===== config.mk =====
export PLATFORM = sky130hd
export DESIGN_NAME = radio_frame_receive_check_unit_flat
export DESIGN_NICKNAME = d
export VERILOG_FILES = /design/src/rfrc_pkg.sv /design/src/rfrc_byte_if.sv /design/src/rfrc_result_if.sv /design/src/rfrc_cfg_if.sv /design/src/radio_frame_receive_check_unit.sv /design/src/rfrc_cfg_regs.sv /design/src/rfrc_frame_check.sv /design/src/rfrc_result_fifo.sv /design/src/flat_wrapper.sv
export VERILOG_INCLUDE_DIRS = /design/src /design/src/src
export SDC_FILE = /design/constraint.sdc
export NUM_CORES = 1
export LEC_CHECK = 0
export BUFFER_PORTS_ARGS = -buffer_cell sky130_fd_sc_hd__buf_2
export CORE_MARGIN = 1
export CORE_UTILIZATION = 60
export DETAILED_ROUTE_END_ITERATION = 7
export PLACE_DENSITY = 0.78
export SETUP_SLACK_MARGIN = 0.4
export SLEW_MARGIN = 25
export SYNTH_ARGS = -nofsm -noshare
export SYNTH_HDL_FRONTEND = slang
export SYNTH_SLANG_ARGS = --single-unit

===== constraint.sdc =====
create_clock -name clk -period 7.8 [get_ports clk]
set_input_delay 0.78 -clock clk [delete_from_list [all_inputs] [get_ports clk]]
set_output_delay 0.78 -clock clk [all_outputs]
set_load 0.05 [all_outputs]

===== src/assert_macros.svh =====
// ----------------------------------------------------------------------------
// assert_macros.svh
// Concurrent assertion helpers, compiled out for synthesis.
// ----------------------------------------------------------------------------
`ifndef ASSERT_MACROS_SVH
`define ASSERT_MACROS_SVH

`ifndef SYNTHESIS
`define ASSERT_PROP(label, clk, rst_n, prop, msg) \
    label: assert property (@(posedge clk) disable iff (!rst_n) (prop)) else $error(msg);
`define ASSERT_NEVER(label, clk, rst_n, cond, msg) \
    label: assert property (@(posedge clk) disable iff (!rst_n) !(cond)) else $error(msg);
`else
`define ASSERT_PROP(label, clk, rst_n, prop, msg)
`define ASSERT_NEVER(label, clk, rst_n, cond, msg)
`endif

`endif


===== src/rfrc_pkg.sv =====
// ----------------------------------------------------------------------------
// rfrc_pkg
// Shared types, codes and the CRC-16 byte update of the frame checker.
// ----------------------------------------------------------------------------
`default_nettype none

package rfrc_pkg;

    localparam int CFG_INDEX_W = 8;

    localparam logic [CFG_INDEX_W-1:0] REG_LOCAL_ID     = 8'd0;
    localparam logic [CFG_INDEX_W-1:0] REG_BROADCAST_ID = 8'd1;
    localparam logic [CFG_INDEX_W-1:0] REG_ACK_MASK     = 8'd2;
    localparam logic [CFG_INDEX_W-1:0] REG_MAX_COPY     = 8'd3;

    localparam logic       KIND_PAYLOAD = 1'b0;
    localparam logic       KIND_STATUS  = 1'b1;

    localparam logic [2:0] STATUS_OK         = 3'd0;
    localparam logic [2:0] STATUS_TOO_SHORT  = 3'd1;
    localparam logic [2:0] STATUS_WRONG_ADDR = 3'd2;
    localparam logic [2:0] STATUS_LEN_ERR    = 3'd3;
    localparam logic [2:0] STATUS_CRC_ERR    = 3'd4;

    localparam logic [15:0] CRC_INIT = 16'hFFFF;
    localparam logic [15:0] CRC_POLY = 16'h1021;
    localparam logic [15:0] CRC_TOP  = 16'h8000;

    localparam logic [8:0] IDX_DEST  = 9'd0;
    localparam logic [8:0] IDX_SRC   = 9'd1;
    localparam logic [8:0] IDX_SEQ   = 9'd2;
    localparam logic [8:0] IDX_FLAGS = 9'd3;
    localparam logic [8:0] IDX_LEN   = 9'd4;
    localparam logic [8:0] HDR_LEN   = 9'd5;
    localparam logic [8:0] MIN_FRAME = 9'd7;
    localparam logic [8:0] COUNT_MAX = 9'd511;

    localparam logic [1:0] PUSH_NONE = 2'd0;
    localparam logic [1:0] PUSH_ONE  = 2'd1;
    localparam logic [1:0] PUSH_TWO  = 2'd2;

    typedef struct packed {
        logic [7:0] local_id;
        logic [7:0] broadcast_id;
        logic [7:0] ack_request_mask;
        logic [7:0] max_copy_len;
    } cfg_regs_t;

    typedef struct packed {
        logic       kind;
        logic [7:0] payload_byte;
        logic [2:0] status;
        logic [7:0] source_id;
        logic [7:0] sequence_res;
        logic [7:0] payload_length;
        logic       ack_owed;
    } result_t;

    typedef struct packed {
        logic [1:0] num;
        result_t    first;
        result_t    second;
    } push_t;

    function automatic logic [15:0] crc16_byte(input logic [15:0] crc_in,
                                               input logic [7:0]  b);
        logic [15:0] c;
        int          k;
        c = crc_in ^ {b, 8'h00};
        for (k = 0; k < 8; k++)
        begin
            if ((c & CRC_TOP) != 16'h0000)
            begin
                c = (c << 1) ^ CRC_POLY;
            end
            else
            begin
                c = c << 1;
            end
        end
        return c;
    endfunction

endpackage

`default_nettype wire


===== src/rfrc_byte_if.sv =====
// ----------------------------------------------------------------------------
// rfrc_byte_if
// Received byte channel: one frame byte and its end marker per beat.
// ----------------------------------------------------------------------------
`default_nettype none

interface rfrc_byte_if;
    logic       valid;
    logic       ready;
    logic [7:0] rx_byte;
    logic       frame_end;

    modport source (output valid, output rx_byte, output frame_end, input ready);
    modport sink   (input valid, input rx_byte, input frame_end, output ready);
endinterface

`default_nettype wire


===== src/rfrc_result_if.sv =====
// ----------------------------------------------------------------------------
// rfrc_result_if
// Result channel: a payload byte or a frame status per beat.
// ----------------------------------------------------------------------------
`default_nettype none

interface rfrc_result_if;
    logic       valid;
    logic       ready;
    logic       kind;
    logic [7:0] payload_byte;
    logic [2:0] status;
    logic [7:0] source_id;
    logic [7:0] sequence_res;
    logic [7:0] payload_length;
    logic       ack_owed;

    modport source (output valid, output kind, output payload_byte, output status,
                    output source_id, output sequence_res, output payload_length,
                    output ack_owed, input ready);
    modport sink   (input valid, input kind, input payload_byte, input status,
                    input source_id, input sequence_res, input payload_length,
                    input ack_owed, output ready);
endinterface

`default_nettype wire


===== src/rfrc_cfg_if.sv =====
// ----------------------------------------------------------------------------
// rfrc_cfg_if
// Configuration write channel: register index and write data per beat.
// ----------------------------------------------------------------------------
`default_nettype none

interface rfrc_cfg_if;
    logic       valid;
    logic       ready;
    logic [7:0] index;
    logic [7:0] data;

    modport source (output valid, output index, output data, input ready);
    modport sink   (input valid, input index, input data, output ready);
endinterface

`default_nettype wire


===== src/radio_frame_receive_check_unit.sv =====
// ----------------------------------------------------------------------------
// radio_frame_receive_check_unit
// Receive-side frame checker: header capture, CRC-16 check, payload copy.
// ----------------------------------------------------------------------------
// Results of a byte are written to the result queue; res offers the queue head.
// Throughput: one byte per cycle while rx.ready is high; the closing byte may
// yield two result beats, drained one per cycle while res.ready is high from a
// DEPTH-entry result queue. rx.ready is high while the queue has two free entries.
// Reset (async, active low) clears frame state and queue, restores register defaults.
`default_nettype none
`include "assert_macros.svh"

module radio_frame_receive_check_unit #(
    parameter int DEPTH = 4
) (
    input  logic          clk,
    input  logic          rst_n,
    rfrc_byte_if.sink     rx,
    rfrc_result_if.source res,
    rfrc_cfg_if.sink      cfg
);
    import rfrc_pkg::*;

    cfg_regs_t regs;
    push_t     push;
    logic      room;
    logic      rx_fire;

    assign rx.ready = room;
    assign rx_fire  = rx.valid && rx.ready;

    rfrc_cfg_regs u_cfg_regs (
        .clk   (clk),
        .rst_n (rst_n),
        .cfg   (cfg),
        .regs  (regs)
    );

    rfrc_frame_check u_frame_check (
        .clk       (clk),
        .rst_n     (rst_n),
        .accept    (rx_fire),
        .rx_byte   (rx.rx_byte),
        .frame_end (rx.frame_end),
        .regs      (regs),
        .push      (push)
    );

    rfrc_result_fifo #(
        .DEPTH (DEPTH)
    ) u_result_fifo (
        .clk   (clk),
        .rst_n (rst_n),
        .push  (push),
        .room  (room),
        .res   (res)
    );

    `ASSERT_PROP(a_push_needs_beat, clk, rst_n, (push.num != PUSH_NONE) |-> rx_fire, "result pushed without an input beat")
    `ASSERT_PROP(a_two_only_at_end, clk, rst_n, (push.num == PUSH_TWO) |-> rx.frame_end, "two results from a byte that does not close the frame")
    `ASSERT_PROP(a_end_gives_status, clk, rst_n, (rx_fire && rx.frame_end) |-> (push.num != PUSH_NONE), "closing byte produced no status")
    `ASSERT_NEVER(a_stall_with_empty, clk, rst_n, !rx.ready && !res.valid, "input stalled while result queue is empty")

endmodule

`default_nettype wire


===== src/rfrc_cfg_regs.sv =====
// ----------------------------------------------------------------------------
// rfrc_cfg_regs
// Configuration register file, always ready for a write beat.
// ----------------------------------------------------------------------------
`default_nettype none

module rfrc_cfg_regs (
    input  logic               clk,
    input  logic               rst_n,
    rfrc_cfg_if.sink           cfg,
    output rfrc_pkg::cfg_regs_t regs
);
    import rfrc_pkg::*;

    cfg_regs_t regs_reg;
    cfg_regs_t regs_next;

    assign cfg.ready = 1'b1;
    assign regs      = regs_reg;

    always_comb
    begin
        regs_next = regs_reg;
        if (cfg.valid)
        begin
            case (cfg.index)
                REG_LOCAL_ID:     regs_next.local_id         = cfg.data;
                REG_BROADCAST_ID: regs_next.broadcast_id     = cfg.data;
                REG_ACK_MASK:     regs_next.ack_request_mask = cfg.data;
                REG_MAX_COPY:     regs_next.max_copy_len     = cfg.data;
                default:          regs_next                  = regs_reg;
            endcase
        end
    end

    always_ff @(posedge clk or negedge rst_n)
    begin
        if (!rst_n)
        begin
            regs_reg.local_id         <= 8'd0;
            regs_reg.broadcast_id     <= 8'd255;
            regs_reg.ack_request_mask <= 8'd1;
            regs_reg.max_copy_len     <= 8'd255;
        end
        else
        begin
            regs_reg <= regs_next;
        end
    end

endmodule

`default_nettype wire


===== src/rfrc_frame_check.sv =====
// ----------------------------------------------------------------------------
// rfrc_frame_check
// Per-frame state, CRC update, payload copy decision and status checks.
// ----------------------------------------------------------------------------
`default_nettype none

module rfrc_frame_check (
    input  logic                clk,
    input  logic                rst_n,
    input  logic                accept,
    input  logic [7:0]          rx_byte,
    input  logic                frame_end,
    input  rfrc_pkg::cfg_regs_t regs,
    output rfrc_pkg::push_t     push
);
    import rfrc_pkg::*;

    logic [8:0]  index_reg,  index_next;
    logic [15:0] crc_reg,    crc_next;
    logic [15:0] crc_rx_reg, crc_rx_next;
    logic [7:0]  dest_reg,   dest_next;
    logic [7:0]  src_reg,    src_next;
    logic [7:0]  seq_reg,    seq_next;
    logic [7:0]  flags_reg,  flags_next;
    logic [7:0]  len_reg,    len_next;

    logic [7:0]  dest_cur, src_cur, seq_cur, flags_cur, len_cur;
    logic [15:0] crc_cur, crc_rx_cur;
    logic [8:0]  pay_idx, count_cur, len_total;
    logic        addr_ok, in_payload, copy_byte;
    logic [2:0]  status_cur;
    result_t     pay_res, stat_res;

    always_comb
    begin
        dest_cur  = (index_reg == IDX_DEST)  ? rx_byte : dest_reg;
        src_cur   = (index_reg == IDX_SRC)   ? rx_byte : src_reg;
        seq_cur   = (index_reg == IDX_SEQ)   ? rx_byte : seq_reg;
        flags_cur = (index_reg == IDX_FLAGS) ? rx_byte : flags_reg;
        len_cur   = (index_reg == IDX_LEN)   ? rx_byte : len_reg;

        addr_ok    = (dest_cur == regs.local_id) || (dest_cur == regs.broadcast_id);
        pay_idx    = index_reg - HDR_LEN;
        in_payload = (index_reg >= HDR_LEN) && (pay_idx < {1'b0, len_cur});
        crc_cur    = ((index_reg < HDR_LEN) || in_payload) ?
                     crc16_byte(crc_reg, rx_byte) : crc_reg;
        crc_rx_cur = {crc_rx_reg[7:0], rx_byte};
        copy_byte  = in_payload && (pay_idx < {1'b0, regs.max_copy_len}) && addr_ok;

        count_cur  = (index_reg != COUNT_MAX) ? index_reg + 9'd1 : index_reg;
        len_total  = {1'b0, len_cur} + MIN_FRAME;

        if (count_cur < MIN_FRAME)
        begin
            status_cur = STATUS_TOO_SHORT;
        end
        else if (!addr_ok)
        begin
            status_cur = STATUS_WRONG_ADDR;
        end
        else if (count_cur != len_total)
        begin
            status_cur = STATUS_LEN_ERR;
        end
        else if (crc_rx_cur != crc_cur)
        begin
            status_cur = STATUS_CRC_ERR;
        end
        else
        begin
            status_cur = STATUS_OK;
        end

        pay_res              = '0;
        pay_res.kind         = KIND_PAYLOAD;
        pay_res.payload_byte = rx_byte;

        stat_res                = '0;
        stat_res.kind           = KIND_STATUS;
        stat_res.status         = status_cur;
        stat_res.source_id      = src_cur;
        stat_res.sequence_res   = seq_cur;
        stat_res.payload_length = len_cur;
        stat_res.ack_owed       = (status_cur == STATUS_OK) &&
                                  (dest_cur == regs.local_id) &&
                                  ((flags_cur & regs.ack_request_mask) != 8'd0);

        push.first  = copy_byte ? pay_res : stat_res;
        push.second = stat_res;
        if (!accept)
        begin
            push.num = PUSH_NONE;
        end
        else if (copy_byte && frame_end)
        begin
            push.num = PUSH_TWO;
        end
        else if (copy_byte || frame_end)
        begin
            push.num = PUSH_ONE;
        end
        else
        begin
            push.num = PUSH_NONE;
        end
    end

    always_comb
    begin
        index_next  = index_reg;
        crc_next    = crc_reg;
        crc_rx_next = crc_rx_reg;
        dest_next   = dest_reg;
        src_next    = src_reg;
        seq_next    = seq_reg;
        flags_next  = flags_reg;
        len_next    = len_reg;
        if (accept)
        begin
            if (frame_end)
            begin
                index_next  = 9'd0;
                crc_next    = CRC_INIT;
                crc_rx_next = 16'd0;
                dest_next   = 8'd0;
                src_next    = 8'd0;
                seq_next    = 8'd0;
                flags_next  = 8'd0;
                len_next    = 8'd0;
            end
            else
            begin
                index_next  = count_cur;
                crc_next    = crc_cur;
                crc_rx_next = crc_rx_cur;
                dest_next   = dest_cur;
                src_next    = src_cur;
                seq_next    = seq_cur;
                flags_next  = flags_cur;
                len_next    = len_cur;
            end
        end
    end

    always_ff @(posedge clk or negedge rst_n)
    begin
        if (!rst_n)
        begin
            index_reg  <= 9'd0;
            crc_reg    <= CRC_INIT;
            crc_rx_reg <= 16'd0;
            dest_reg   <= 8'd0;
            src_reg    <= 8'd0;
            seq_reg    <= 8'd0;
            flags_reg  <= 8'd0;
            len_reg    <= 8'd0;
        end
        else
        begin
            index_reg  <= index_next;
            crc_reg    <= crc_next;
            crc_rx_reg <= crc_rx_next;
            dest_reg   <= dest_next;
            src_reg    <= src_next;
            seq_reg    <= seq_next;
            flags_reg  <= flags_next;
            len_reg    <= len_next;
        end
    end

endmodule

`default_nettype wire


===== src/rfrc_result_fifo.sv =====
// ----------------------------------------------------------------------------
// rfrc_result_fifo
// Result queue: up to two results in per cycle, one beat out per ready cycle.
// ----------------------------------------------------------------------------
`default_nettype none

module rfrc_result_fifo #(
    parameter int DEPTH = 4
) (
    input  logic            clk,
    input  logic            rst_n,
    input  rfrc_pkg::push_t push,
    output logic            room,
    rfrc_result_if.source   res
);
    import rfrc_pkg::*;

    localparam int PTR_W = $clog2(DEPTH);
    localparam int CNT_W = $clog2(DEPTH + 1);

    result_t            mem [DEPTH];
    logic [PTR_W-1:0]   wr_ptr_reg, wr_ptr_next, wr_ptr_plus1;
    logic [PTR_W-1:0]   rd_ptr_reg, rd_ptr_next;
    logic [CNT_W-1:0]   count_reg, count_next;
    logic               pop;
    result_t            head;

    function automatic logic [PTR_W-1:0] ptr_inc(input logic [PTR_W-1:0] p);
        return (p == PTR_W'(DEPTH - 1)) ? '0 : p + PTR_W'(1);
    endfunction

    assign head         = mem[rd_ptr_reg];
    assign pop          = res.valid && res.ready;
    assign room         = (count_reg <= CNT_W'(DEPTH - 2));
    assign wr_ptr_plus1 = ptr_inc(wr_ptr_reg);

    assign res.valid          = (count_reg != '0);
    assign res.kind           = head.kind;
    assign res.payload_byte   = head.payload_byte;
    assign res.status         = head.status;
    assign res.source_id      = head.source_id;
    assign res.sequence_res   = head.sequence_res;
    assign res.payload_length = head.payload_length;
    assign res.ack_owed       = head.ack_owed;

    always_comb
    begin
        rd_ptr_next = pop ? ptr_inc(rd_ptr_reg) : rd_ptr_reg;
        count_next  = count_reg + CNT_W'(push.num) - CNT_W'(pop);
        case (push.num)
            PUSH_ONE: wr_ptr_next = wr_ptr_plus1;
            PUSH_TWO: wr_ptr_next = ptr_inc(wr_ptr_plus1);
            default:  wr_ptr_next = wr_ptr_reg;
        endcase
    end

    always_ff @(posedge clk)
    begin
        if (push.num != PUSH_NONE)
        begin
            mem[wr_ptr_reg] <= push.first;
        end
        if (push.num == PUSH_TWO)
        begin
            mem[wr_ptr_plus1] <= push.second;
        end
    end

    always_ff @(posedge clk or negedge rst_n)
    begin
        if (!rst_n)
        begin
            wr_ptr_reg <= '0;
            rd_ptr_reg <= '0;
            count_reg  <= '0;
        end
        else
        begin
            wr_ptr_reg <= wr_ptr_next;
            rd_ptr_reg <= rd_ptr_next;
            count_reg  <= count_next;
        end
    end

endmodule

`default_nettype wire


===== src/flat_wrapper.sv =====
// flat-port wrapper written by rule: the top's interface ports become plain ports
module radio_frame_receive_check_unit_flat import rfrc_pkg::*;
#(
    parameter int DEPTH = 4
)
  (clk, rst_n, rx_valid, rx_rx_byte, rx_frame_end, rx_ready, res_valid, res_kind, res_payload_byte, res_status, res_source_id, res_sequence_res, res_payload_length, res_ack_owed, res_ready, cfg_valid, cfg_index, cfg_data, cfg_ready);
  rfrc_byte_if rx_i ();
  rfrc_result_if res_i ();
  rfrc_cfg_if cfg_i ();
  input  logic clk;
  input  logic rst_n;
  input wire logic [$bits(rx_i.valid)-1:0] rx_valid;
  input wire logic [$bits(rx_i.rx_byte)-1:0] rx_rx_byte;
  input wire logic [$bits(rx_i.frame_end)-1:0] rx_frame_end;
  output wire logic [$bits(rx_i.ready)-1:0] rx_ready;
  output wire logic [$bits(res_i.valid)-1:0] res_valid;
  output wire logic [$bits(res_i.kind)-1:0] res_kind;
  output wire logic [$bits(res_i.payload_byte)-1:0] res_payload_byte;
  output wire logic [$bits(res_i.status)-1:0] res_status;
  output wire logic [$bits(res_i.source_id)-1:0] res_source_id;
  output wire logic [$bits(res_i.sequence_res)-1:0] res_sequence_res;
  output wire logic [$bits(res_i.payload_length)-1:0] res_payload_length;
  output wire logic [$bits(res_i.ack_owed)-1:0] res_ack_owed;
  input wire logic [$bits(res_i.ready)-1:0] res_ready;
  input wire logic [$bits(cfg_i.valid)-1:0] cfg_valid;
  input wire logic [$bits(cfg_i.index)-1:0] cfg_index;
  input wire logic [$bits(cfg_i.data)-1:0] cfg_data;
  output wire logic [$bits(cfg_i.ready)-1:0] cfg_ready;
  assign rx_i.valid = rx_valid;
  assign rx_i.rx_byte = rx_rx_byte;
  assign rx_i.frame_end = rx_frame_end;
  assign rx_ready = rx_i.ready;
  assign res_valid = res_i.valid;
  assign res_kind = res_i.kind;
  assign res_payload_byte = res_i.payload_byte;
  assign res_status = res_i.status;
  assign res_source_id = res_i.source_id;
  assign res_sequence_res = res_i.sequence_res;
  assign res_payload_length = res_i.payload_length;
  assign res_ack_owed = res_i.ack_owed;
  assign res_i.ready = res_ready;
  assign cfg_i.valid = cfg_valid;
  assign cfg_i.index = cfg_index;
  assign cfg_i.data = cfg_data;
  assign cfg_ready = cfg_i.ready;
  radio_frame_receive_check_unit #(.DEPTH(DEPTH)) u_core (.clk(clk), .rst_n(rst_n), .rx(rx_i), .res(res_i), .cfg(cfg_i));
endmodule

; ---- Word level (Yosys, flattened, before mapping)
; Memory sizes are Yosys's and may differ from the RTL's.
; Cells that the tools add are included.
[op_classes]
add_sub_neg = 8
magnitude_cmp = 6
n_eq_ne = 17
n_mux = 39
bitwise_logic = 10
n_reduce_logical = 22
[op_table]
columns = operator, n
row1 = 2-to-1 mux 13 bit, 8
row2 = 2-to-1 mux 8 bit, 11
row3 = 2-to-1 mux 37 bit, 1
row4 = 2-to-1 mux 16 bit, 2
row5 = inverter 3 bit, 8
row6 = "equality test 9 x 2 -> 1 bit, second input constant", 2
row7 = "less-than comparator 9 x 3 -> 1 bit, second input constant", 2
row8 = less-than comparator 9 x 8 -> 1 bit, 2
row9 = 2-to-1 mux 9 bit, 2
row10 = "equality test 8 x 2 -> 1 bit, second input constant", 2
row11 = equality test 8 bit, 2
row12 = inequality test 16 bit, 1
row13 = XOR 16 bit, 1
row14 = 2-to-1 mux 3 bit, 4
row15 = 2-to-1 mux 2 bit, 5
row16 = "adder 8 x 3 -> 9 bit, second input constant", 1
row17 = "adder 9 x 1 -> 9 bit, second input constant", 1
row18 = "equality test 9 x 1 -> 1 bit, second input constant", 1
row19 = "equality test 9 x 3 -> 1 bit, second input constant", 1
row20 = "greater-or-equal comparator 9 x 3 -> 1 bit, second input constant", 1
row21 = zero test 9 bit, 1
row22 = inequality test 9 bit, 1
row23 = "inequality test 9 bit, second input constant", 1
row24 = "subtractor 9 x 3 -> 9 bit, second input constant", 1
row25 = 18 further kinds, 40
[word_totals]
regBits = 112
ramBits = 148
inputBits = 30
output_inout_bits = 40
wordCells = 118
mem_count = 1
[memory_table]
columns = memory, depth, word_bits, rd, rd_ports_with_merged_regs, write_ports, line
row1 = u_core.u_result_fifo.mem, 4, 37, 1, 0, 2, rfrc_result_fifo.sv:21  ; result_t mem [DEPTH];

; ---- Depth between registers and ports, before layout
; Gate-level depths: netlist of the first run.
[depth]
depth_word = 27
depth_mapped = 28
mapped_depth_nobuf = 23

; ---- By module
; Synthesis of the first run repeated with hierarchy kept, for this count alone.
[unflattened]
cells_unflattened = 1207
area_unflattened_um2 = 15119.5
[modules_own_cells]
columns = mod, n_inst, cells_each, area_each_um2, seq_area_each_um2
row1 = rfrc_result_fifo, 1, 416, 7693.6, 4619.4
row2 = rfrc_frame_check, 1, 716, 6132.1, 1846.8
row3 = rfrc_cfg_regs, 1, 74, 1287.5, 822.0
row4 = radio_frame_receive_check_unit, 1, 1, 6.3, 0.0

; ---- Worst setup path before layout of the first run
; Ideal clock, no wire load.
[synth_path]
path_kind = register -> register
startpoint = register u_core.u_frame_check.index_reg[0]
endpoint = memory u_core.u_result_fifo.mem[1][25] (netlist name), data pin
setup_time_ns = 0.270
t_arrival_ns = 5.938
required_time_ns = 7.530
path_slack_ns = 1.591
stages_incl_launch_ff = 27
path_buffers = 7
synth_period_minus_slack_ns = 6.209
cell_sequence = dfrtp_1 > clkbuf_1 > inv_1 > ha_1 > and4bb_2 > nand2_1 > buf_2 > mux2i_1 > ha_1 > nand3_1 > inv_1 > o2111a_1 > a211oi_1 > and2_1 > clkbuf_1 > buf_2 > and2_1 > ha_1 > nand2_1 > ha_1 > nand2b_1 > clkbuf_1 > nand2_1 > o21ai_1 > buf_2 > buf_2 > nor2_1
[synth_lines]
columns = item, line
row1 = from (decl), rfrc_frame_check.sv:18  ; logic [8:0] index_reg, index_next;
row2 = from (signal assigned), rfrc_frame_check.sv:160  ; index_reg <= index_next;
row3 = to (decl), rfrc_result_fifo.sv:21

==> results of run 1 <==
==> routing by layer <==
layer,vias up,track usage [%],share of wire (%)
met3,100,4.43,7.6
li1,4721,-,-
met5,-,0,0
met2,462,47.1,47
met4,0,11.0,3.9
met1,4991,39.4,42
==> worst max path at each step <==
| stage | from | end | slack, ps | depth (start not counted) |
|---|---|---|---|---|
| final | u_core.u_frame_check.index_reg[0] | u_core.u_result_fifo.mem[2][0] | 1260 | 22 |
| after detailed placement | u_core.u_frame_check.index_reg[0] | u_core.u_result_fifo.mem[3][25] | 1360 | 22 |
| after global placement | u_core.u_frame_check.index_reg[0] | u_core.u_result_fifo.mem[1][0] | 1470 | 21 |
| after floorplan | u_core.u_frame_check.index_reg[0] | u_core.u_result_fifo.mem[1][25] | 1590 | 26 |
| after CTS | u_core.u_frame_check.index_reg[0] | u_core.u_result_fifo.mem[3][27] | 1340 | 22 |
| after global routing | u_core.u_frame_check.index_reg[0] | u_core.u_result_fifo.mem[3][8] | 820 | 22 |
==> metrics by stage <==
stage	instances	power, mW	hold slack [ps]	utilization, %	setup WS (ps)
after global placement	1569	4.19	436	62.9	1470
after CTS	1621	5.50	433	66.8	1340
after detailed placement	1569	4.25	434	62.9	1360
after global routing	1621	5.80	318	66.8	824
after floorplan	1305	3.73	418	-	1590
final	1621	5.50	265	66.8	1260
==> logic make-up after synthesis <==
logic type / Yosys count
and+or+nand+nor: 432
AOI/OAI and AO/OA: 256
DFF: 260
xor gates and xnor gates: 83
muxes: 96
buffers and inverters: 145
adders and majority gates: 32
other: 1
==> power by group <==
part | switching, mW | total [mW] | internal [mW]
Combinational | 1.44 | 2.33 | 0.887
Clock | 0.533 | 1.25 | 0.715
Sequential | 0.257 | 1.92 | 1.66
==> layout by cell type (no fill, tap or decap), types with 27 or more instances in the layout <==
master,synthesis,final
sky130_fd_sc_hd__nor2_1,154,154
sky130_fd_sc_hd__nand2_1,127,126
sky130_fd_sc_hd__edfxtp_1,112,112
sky130_fd_sc_hd__dfrtp_1,79,77
sky130_fd_sc_hd__a21oi_1,70,70
sky130_fd_sc_hd__buf_2,21,67
sky130_fd_sc_hd__o21ai_0,62,62
sky130_fd_sc_hd__xnor2_1,53,53
sky130_fd_sc_hd__nand4_1,43,43
sky130_fd_sc_hd__inv_1,40,40
sky130_fd_sc_hd__mux2_2,40,40
sky130_fd_sc_hd__mux4_2,37,37
sky130_fd_sc_hd__dfxtp_1,36,36
sky130_fd_sc_hd__dfstp_2,33,33
sky130_fd_sc_hd__ha_1,31,31
sky130_fd_sc_hd__xor2_1,28,28
sky130_fd_sc_hd__clkbuf_16,0,28
sky130_fd_sc_hd__o22a_1,27,27
==> critical path, delay by kind of cell, from the launching register on <==
kind                       cells  cell delay (ps)
AOI/OAI and AO/OA              3              540
adders and majority gates      4             1200
buffers and inverters          5             1230
DFF                            1              550
muxes                          1              750
and+or+nand+nor                9             1990
==> area by class of cell <==
type / instances / area [um^2] / share of cell area (%)
clock buffer: 45 / 815 / 5.37
tap: 285 / 357 / 2.35
sequential: 260 / 6930 / 45.7
timing repair buffer: 83 / 459 / 3.03
multi-input combinational: 900 / 6410 / 42.2
inverter: 41 / 154 / 1.01
clock inverter: 7 / 55.1 / 0.363
==> results.py, run 1 <==
metrics = {
    "synthesis": {
        "synth_largest_area_cell": "sky130_fd_sc_hd__edfxtp_1",
        "synth_xor_area_share_pct": 5.43,
        "number_of_synthesized_register_bits": 260,
        "synth_compound_gate_area_share_pct": 12.1,
        "synth-simple-area-share_pct": 14.6,
        "netlist_instances": 1305,
        "postSynth.topFlopCell": "sky130_fd_sc_hd__edfxtp_1",
        "yosys-mux-area-fraction_pct": 10.7,
        "ys_top_cells_by_count": "154 x sky130_fd_sc_hd__nor2_1, 127 x sky130_fd_sc_hd__nand2_1, 112 x sky130_fd_sc_hd__edfxtp_1, 79 x sky130_fd_sc_hd__dfrtp_1, 70 x sky130_fd_sc_hd__a21oi_1",
        "avgSynthCellArea_um2": 10.7,
        "synthesis.nets": 1367,
        "combinational_family_with_the_most_area_after_synthesis": "simple AND/OR/NAND/NOR gates",
        "syn_area_um2": 13900,
        "async_flop_share_pct": 43.1,
        "ys_types": 77,
        "synth_top_cell_area_share_pct": 24.2,
        "number_of_warnings_reported_in_the_yosys_synthesis_log": 0,
        "synth_top_cells_by_area": "sky130_fd_sc_hd__edfxtp_1 24%, sky130_fd_sc_hd__dfrtp_1 14%, sky130_fd_sc_hd__dfstp_2 6.2%",
        "synth_adder_area_share_pct": 2.93,
        "synth_sequential_area_ratio_pct": 49.8,
        "yosys.cell_count.top_type": "sky130_fd_sc_hd__nor2_1",
        "synth-edff-count": 112,
    },
    "power_and_ir_drop": {
        "cellLeakagePower_nw": 5.80,
        "peak_vdd_ir_v": 0.000257,
        "power_density_nw_per_um2": 362,
    },
    "floorplanning": {
        "total_number_of_placement_rows": 55,
        "core_region_area_um2": 22700,
        "initial_utilization_pct": 61.2,
        "floorplan.die.width_um": 154,
        "fp.dieArea_um2": 23800,
        "floorplan.io_pins": 70,
        "die-height_um": 154,
    },
    "grt": {
        "grt_first_pass_wirelength_um": 53700,
        "largest_net_degree_at_the_start_of_global_routing": 76,
        "grt.total_usage_pct": 28.9,
        "antenna_found_initial": 0,
        "global_route.overflow_total": 0,
        "number_of_global_route_vias_before_repair": 10000,
    },
    "sta": {
        "fin_crit_sh_pct": 83.8,
        "max_freq_ghz": 0.153,
        "worst_pin_slew_ps": 1060,
        "totalNegativeSetupSlack_ps": 0,
        "report.final.setup_viol": 0,
        "hold_violations": 0,
        "rsz_0062_raised_after_global_routing": "false",
        "worst_clock_skew_ps": 15.1,
        "maxSlewViolCount": 0,
        "worst_slew_margin_rel_pct": 29.3,
        "final.min_clock_period_ps": 6540,
    },
    "layout": {
        "area_delta_synth_final_pct": 9.18,
        "fillerInstances": 1711,
        "diodes": 0,
        "max_ffs_per_register": 148,
        "final_area_um2": 15200,
        "nNetsFinal": 1376,
        "layout_cell_share_with_drive_strength_beyond_1_pct": 19.2,
    },
    "clock_network": {
        "post-cts-setup-buffers": 0,
        "path_clk_slew_ps": 60,
        "postCtsHoldBufs": 0,
        "clock_path_buffers": 3,
        "tritoncts_num_sinks": 260,
        "cts-buffers-inserted": 28,
        "clk_root_buffer_cell": "sky130_fd_sc_hd__clkbuf_16",
        "cts-htree-levels": 1,
        "worst_skew_pair.late_latency_ps": 550,
        "cts_tree": "built",
        "postCtsResizedCells": 0,
    },
    "drt": {
        "ant_nets": 0,
        "totalWireLength_um": 33400,
        "first_iter_violations": 904,
        "detailedRoute.firstPassIterationCount": 5,
        "via_per_inst": 6.34,
        "total_number_of_vias": 10300,
        "wl_per_cell_um": 20.6,
        "drc": 0,
    },
    "setup_path": {
        "reg_to_reg_startpoint": "u_core.u_frame_check.index_reg[0]",
        "path_common_cell": "sky130_fd_sc_hd__ha_1",
        "path_class": "register to register",
        "critical_path_required_ps": 8070,
        "crit_arrival_ps": 6810,
        "cp_cell_sequence": "inv_1 > ha_1 > and4bb_2 > nand2_1 > mux2i_1 > ha_1 > nand3_1 > inv_1 > o2111a_1 > a211oi_1 > and2_1 > buf_4 > and2_1 > ha_1 > nand2_1 > ha_1 > nand2b_1 > nand2_1 > buf_4 > o21ai_2 > buf_4 > nor3_1",
        "rr_worst_depth": 22,
        "critical_path.startpoint_type": "register",
        "critical_path.slowest_cell": "sky130_fd_sc_hd__mux2i_1",
        "critPathMaxStageDelay_ps": 750,
        "r2r_end": "u_core.u_result_fifo.mem[2][0]",
        "critPathMaxFanout": 33,
        "setup.reg_to_reg.worst_slack_ps": 1260,
        "setup.worst_path.end_class": "register",
    },
    "placement": {
        "port-buffer-count": 68,
        "post_dp_cell_area_um2": 14300,
        "final_weighted_congestion_in_routability_driven_placement": 0.993,
        "detailedPlacementHpwl_um": 22300,
    },
    "flow_run": {
        "maxCapViolCount": 0,
    },
    "status": {
        "status": "finished, final reports clean",
    },
    "min_path": {
        "hold_path_class": "input pin to asynchronous set/reset pin",
    },
}
No activity file was read; power rests on OpenSTA's default activity.
==> run 2, diff against run 1 <==
Settings changed: ABC_AREA set to 1.
Clock period 7.8 ns to 6.7 ns, I/O delays scaled along.
==> run 2 against run 1 <==
- non-clock buffer count shrank 1
- via count increased by 6.5%
- sequential power is 18% higher
- global-route usage up 0.37 points
- worst hold slack got worse by 160 ps
- register-to-register slack worse by 390 ps
- maximum frequency is 12% higher
- clock power grew 14%
- synthesized area down 3.9%
- first-iteration DRC count is 6.6% higher
- power grew 48%
- cell count is 15% higher
- critical path type unchanged
==> results.py, run 2 <==
metrics = {
    "status": {
        "status": "finished, final reports clean",
    },
    "synthesis": {
        "synth_compound_gate_area_share_pct": 14.6,
        "synthesis.nets": 1602,
        "combinational_family_with_the_most_area_after_synthesis": "simple AND/OR/NAND/NOR gates",
        "syn_area_um2": 13400,
        "synth_sequential_area_ratio_pct": 51.9,
        "yosys.cell_count.top_type": "sky130_fd_sc_hd__nor2_1",
        "synth_largest_area_cell": "sky130_fd_sc_hd__edfxtp_1",
        "ys_types": 54,
        "synth_top_cell_area_share_pct": 25.2,
        "synth_top_cells_by_area": "sky130_fd_sc_hd__edfxtp_1 25%, sky130_fd_sc_hd__dfrtp_1 15%, sky130_fd_sc_hd__nor2_1 6.9%",
        "synth_adder_area_share_pct": 3.05,
        "postSynth.topFlopCell": "sky130_fd_sc_hd__edfxtp_1",
        "async_flop_share_pct": 43.1,
        "synth_xor_area_share_pct": 3.54,
        "number_of_warnings_reported_in_the_yosys_synthesis_log": 0,
        "number_of_synthesized_register_bits": 260,
        "ys_top_cells_by_count": "245 x sky130_fd_sc_hd__nor2_1, 232 x sky130_fd_sc_hd__nand2_1, 159 x sky130_fd_sc_hd__o21ai_0, 142 x sky130_fd_sc_hd__inv_1, 112 x sky130_fd_sc_hd__edfxtp_1",
        "netlist_instances": 1540,
        "yosys-mux-area-fraction_pct": 0,
        "synth-edff-count": 112,
        "avgSynthCellArea_um2": 8.67,
        "synth-simple-area-share_pct": 19.5,
    },
    "setup_path": {
        "crit_arrival_ps": 6190,
        "setup.reg_to_reg.worst_slack_ps": 870,
        "critical_path_required_ps": 7060,
        "destination_of_the_critical_timing_path": "u_core.u_result_fifo.mem[1][8]",
        "critPathMaxFanout": 29,
        "setup.worst_path.end_class": "register",
        "path_class": "register to register",
        "r2r_end": "u_core.u_result_fifo.mem[1][8]",
        "rr_worst_depth": 20,
        "reg_to_reg_startpoint": "u_core.u_frame_check.index_reg[0]",
        "critical_path.startpoint_type": "register",
        "startpoint": "u_core.u_frame_check.index_reg[0]",
    },
    "power_and_ir_drop": {
        "power_frac_clock_pct": 17.6,
        "power.combinational.fraction_pct": 54.6,
        "internal-power_mw": 4.19,
        "cellLeakagePower_nw": 6.14,
        "power.total_mw": 8.14,
        "peak_vdd_ir_v": 0.000238,
        "power.share.switching_pct": 48.5,
        "p_seq_share_pct": 27.7,
        "power_density_nw_per_um2": 557,
        "power_switching_mw": 3.94,
    },
    "clock_network": {
        "clk_root_buffer_cell": "sky130_fd_sc_hd__clkbuf_16",
        "cts-buffers-inserted": 27,
        "path_clk_slew_ps": 70,
        "cts-htree-levels": 1,
        "clock_path_buffers": 3,
        "tritoncts_num_sinks": 260,
        "cts_tree": "built",
        "postCtsHoldBufs": 0,
        "worst_skew_pair.late_latency_ps": 540,
    },
    "drt": {
        "first_iter_violations": 964,
        "totalWireLength_um": 32800,
        "ant_nets": 0,
        "wl_per_cell_um": 17.5,
        "total_number_of_vias": 10900,
        "detailedRoute.firstPassIterationCount": 5,
        "drc": 0,
        "via_per_inst": 5.85,
    },
    "sta": {
        "final.setup.worst_slack_ps": 869,
        "rsz_0062_raised_after_global_routing": "false",
        "max_freq_ghz": 0.171,
        "final.min_clock_period_ps": 5830,
        "report.final.setup_viol": 0,
        "worst_clock_skew_ps": 17.7,
        "worst_slew_margin_rel_pct": 37.9,
        "totalNegativeSetupSlack_ps": 0,
        "hold_violations": 0,
        "worst_pin_slew_ps": 929,
        "maxSlewViolCount": 0,
        "fin_crit_sh_pct": 87.0,
    },
    "placement": {
        "final_weighted_congestion_in_routability_driven_placement": 0.903,
        "port-buffer-count": 68,
        "detailedPlacementHpwl_um": 21400,
        "dpl_worst_slack_ps": 787,
        "placedCellCount": 1819,
    },
    "layout": {
        "final_core_util_pct": 67.0,
        "multi_input_comb_area_um2": 5470,
        "nNetsFinal": 1630,
        "layout_cell_share_with_drive_strength_beyond_1_pct": 13.3,
        "most_frequent_cells_in_the_layout": "243 x sky130_fd_sc_hd__nor2_1, 230 x sky130_fd_sc_hd__nand2_1, 158 x sky130_fd_sc_hd__o21ai_0, 140 x sky130_fd_sc_hd__inv_1, 112 x sky130_fd_sc_hd__edfxtp_1",
        "area.sequential_um2": 6930,
        "area_delta_synth_final_pct": 9.39,
        "diodes": 0,
        "fillerInstances": 1779,
        "max_ffs_per_register": 148,
        "stdcell_count": 1869,
        "layout_commonest_cell": "sky130_fd_sc_hd__nor2_1",
    },
    "grt": {
        "number_of_global_route_vias_before_repair": 10100,
        "grt_first_pass_wirelength_um": 52300,
        "largest_net_degree_at_the_start_of_global_routing": 77,
        "antenna_found_initial": 0,
        "grt.total_usage_pct": 29.3,
        "global_route.overflow_total": 0,
    },
    "floorplanning": {
        "floorplan.io_pins": 70,
        "initial_utilization_pct": 61.2,
        "fp.dieArea_um2": 22900,
        "die-height_um": 151,
        "core_region_area_um2": 21800,
        "floorplan.die.width_um": 151,
        "total_number_of_placement_rows": 54,
    },
    "min_path": {
        "hold_path_class": "input pin to asynchronous set/reset pin",
    },
    "flow_run": {
        "maxCapViolCount": 0,
    },
}
## run 2: logic make-up after synthesis
logic type,count (synthesis)
buffers and inverters,233
AOI/OAI and AO/OA,345
other,1
adders and majority gates,32
and+or+nand+nor,615
DFF,260
xor gates and xnor gates,54
## run 2: per-stage QoR
step                      hold WS, ps  cell area, um^2
final                            99.7            14600
after global routing              140            14600
after CTS                         109            14600
after detailed placement          453            13800
after global placement            442            13700
after floorplan                   374            13400
## run 2: worst min-delay path by stage
| stage | start | end | slack, ps | depth (start not counted) |
|---|---|---|---|---|
| after CTS | rst_n | u_core.u_frame_check.len_reg[6] | 110 | 1 |
| after detailed placement | u_core.u_result_fifo.mem[1][36] | u_core.u_result_fifo.mem[1][36] | 450 | 2 |
| after global placement | u_core.u_result_fifo.mem[0][36] | u_core.u_result_fifo.mem[0][36] | 440 | 2 |
| final | rst_n | u_core.u_frame_check.len_reg[6] | 100 | 1 |
| after floorplan | rst_n | u_core.u_cfg_regs.regs[10] | 370 | 0 |
| after global routing | rst_n | u_core.u_frame_check.len_reg[6] | 140 | 1 |
## run 2: routing by layer
layer / GRT usage [%] / vias up / part of all wire (%)
met2: 50.5 / 472 / 48
li1: - / 5229 / -
met4: 9.70 / 0 / 3.0
met3: 3.34 / 77 / 7.2
met5: 0 / - / 0
met1: 38.4 / 5160 / 42
## run 2: worst max-delay path: stages, from the launching register on
cell                       delay (ps)
sky130_fd_sc_hd__dfrtp_1          470
sky130_fd_sc_hd__inv_1            200
sky130_fd_sc_hd__ha_1             250
sky130_fd_sc_hd__nand2_1          110
sky130_fd_sc_hd__nor2_4           180
sky130_fd_sc_hd__nand2_4          150
sky130_fd_sc_hd__o21ai_1          540
sky130_fd_sc_hd__ha_1             350
sky130_fd_sc_hd__a21oi_1          150
sky130_fd_sc_hd__nand2_1           60
sky130_fd_sc_hd__o21bai_1         160
sky130_fd_sc_hd__a21oi_2          150
sky130_fd_sc_hd__nand2_2           80
sky130_fd_sc_hd__nor4_1           480
sky130_fd_sc_hd__ha_1             330
sky130_fd_sc_hd__nand2_1          120
sky130_fd_sc_hd__ha_1             260
sky130_fd_sc_hd__nand2_1          260
sky130_fd_sc_hd__nand2_1          550
sky130_fd_sc_hd__nand2_2          540
sky130_fd_sc_hd__nor2_1           250
## run 2: layout make-up
class                           instances  share of cell area [%]
Sequential cell                       260                    47.4
Multi-Input combinational cell       1047                    37.4
Clock buffer                           40                    5.37
Inverter                              150                    3.88
Timing Repair Buffer                   82                    3.09
Tap cell                              280                    2.40
Clock inverter                         10                   0.437
## run 2: repair_timing
| action | CTS | global route |
|---|---|---|
| setup endpoints to repair | 0 | 28 |
| setup buffers | 0 | 0 |
| gates resized for setup | 0 | 1 |
## run 2: power groups by stage
stage	registers, mW	clock network [mW]	logic (mW)
3_3_place_gp	2.26	0	4.27
6_report	2.26	1.43	4.45
5_1_grt	2.29	1.50	4.90
4_1_cts	2.25	1.45	4.41
2_1_floorplan	2.22	0	3.48
3_5_place_dp	2.28	0	4.37
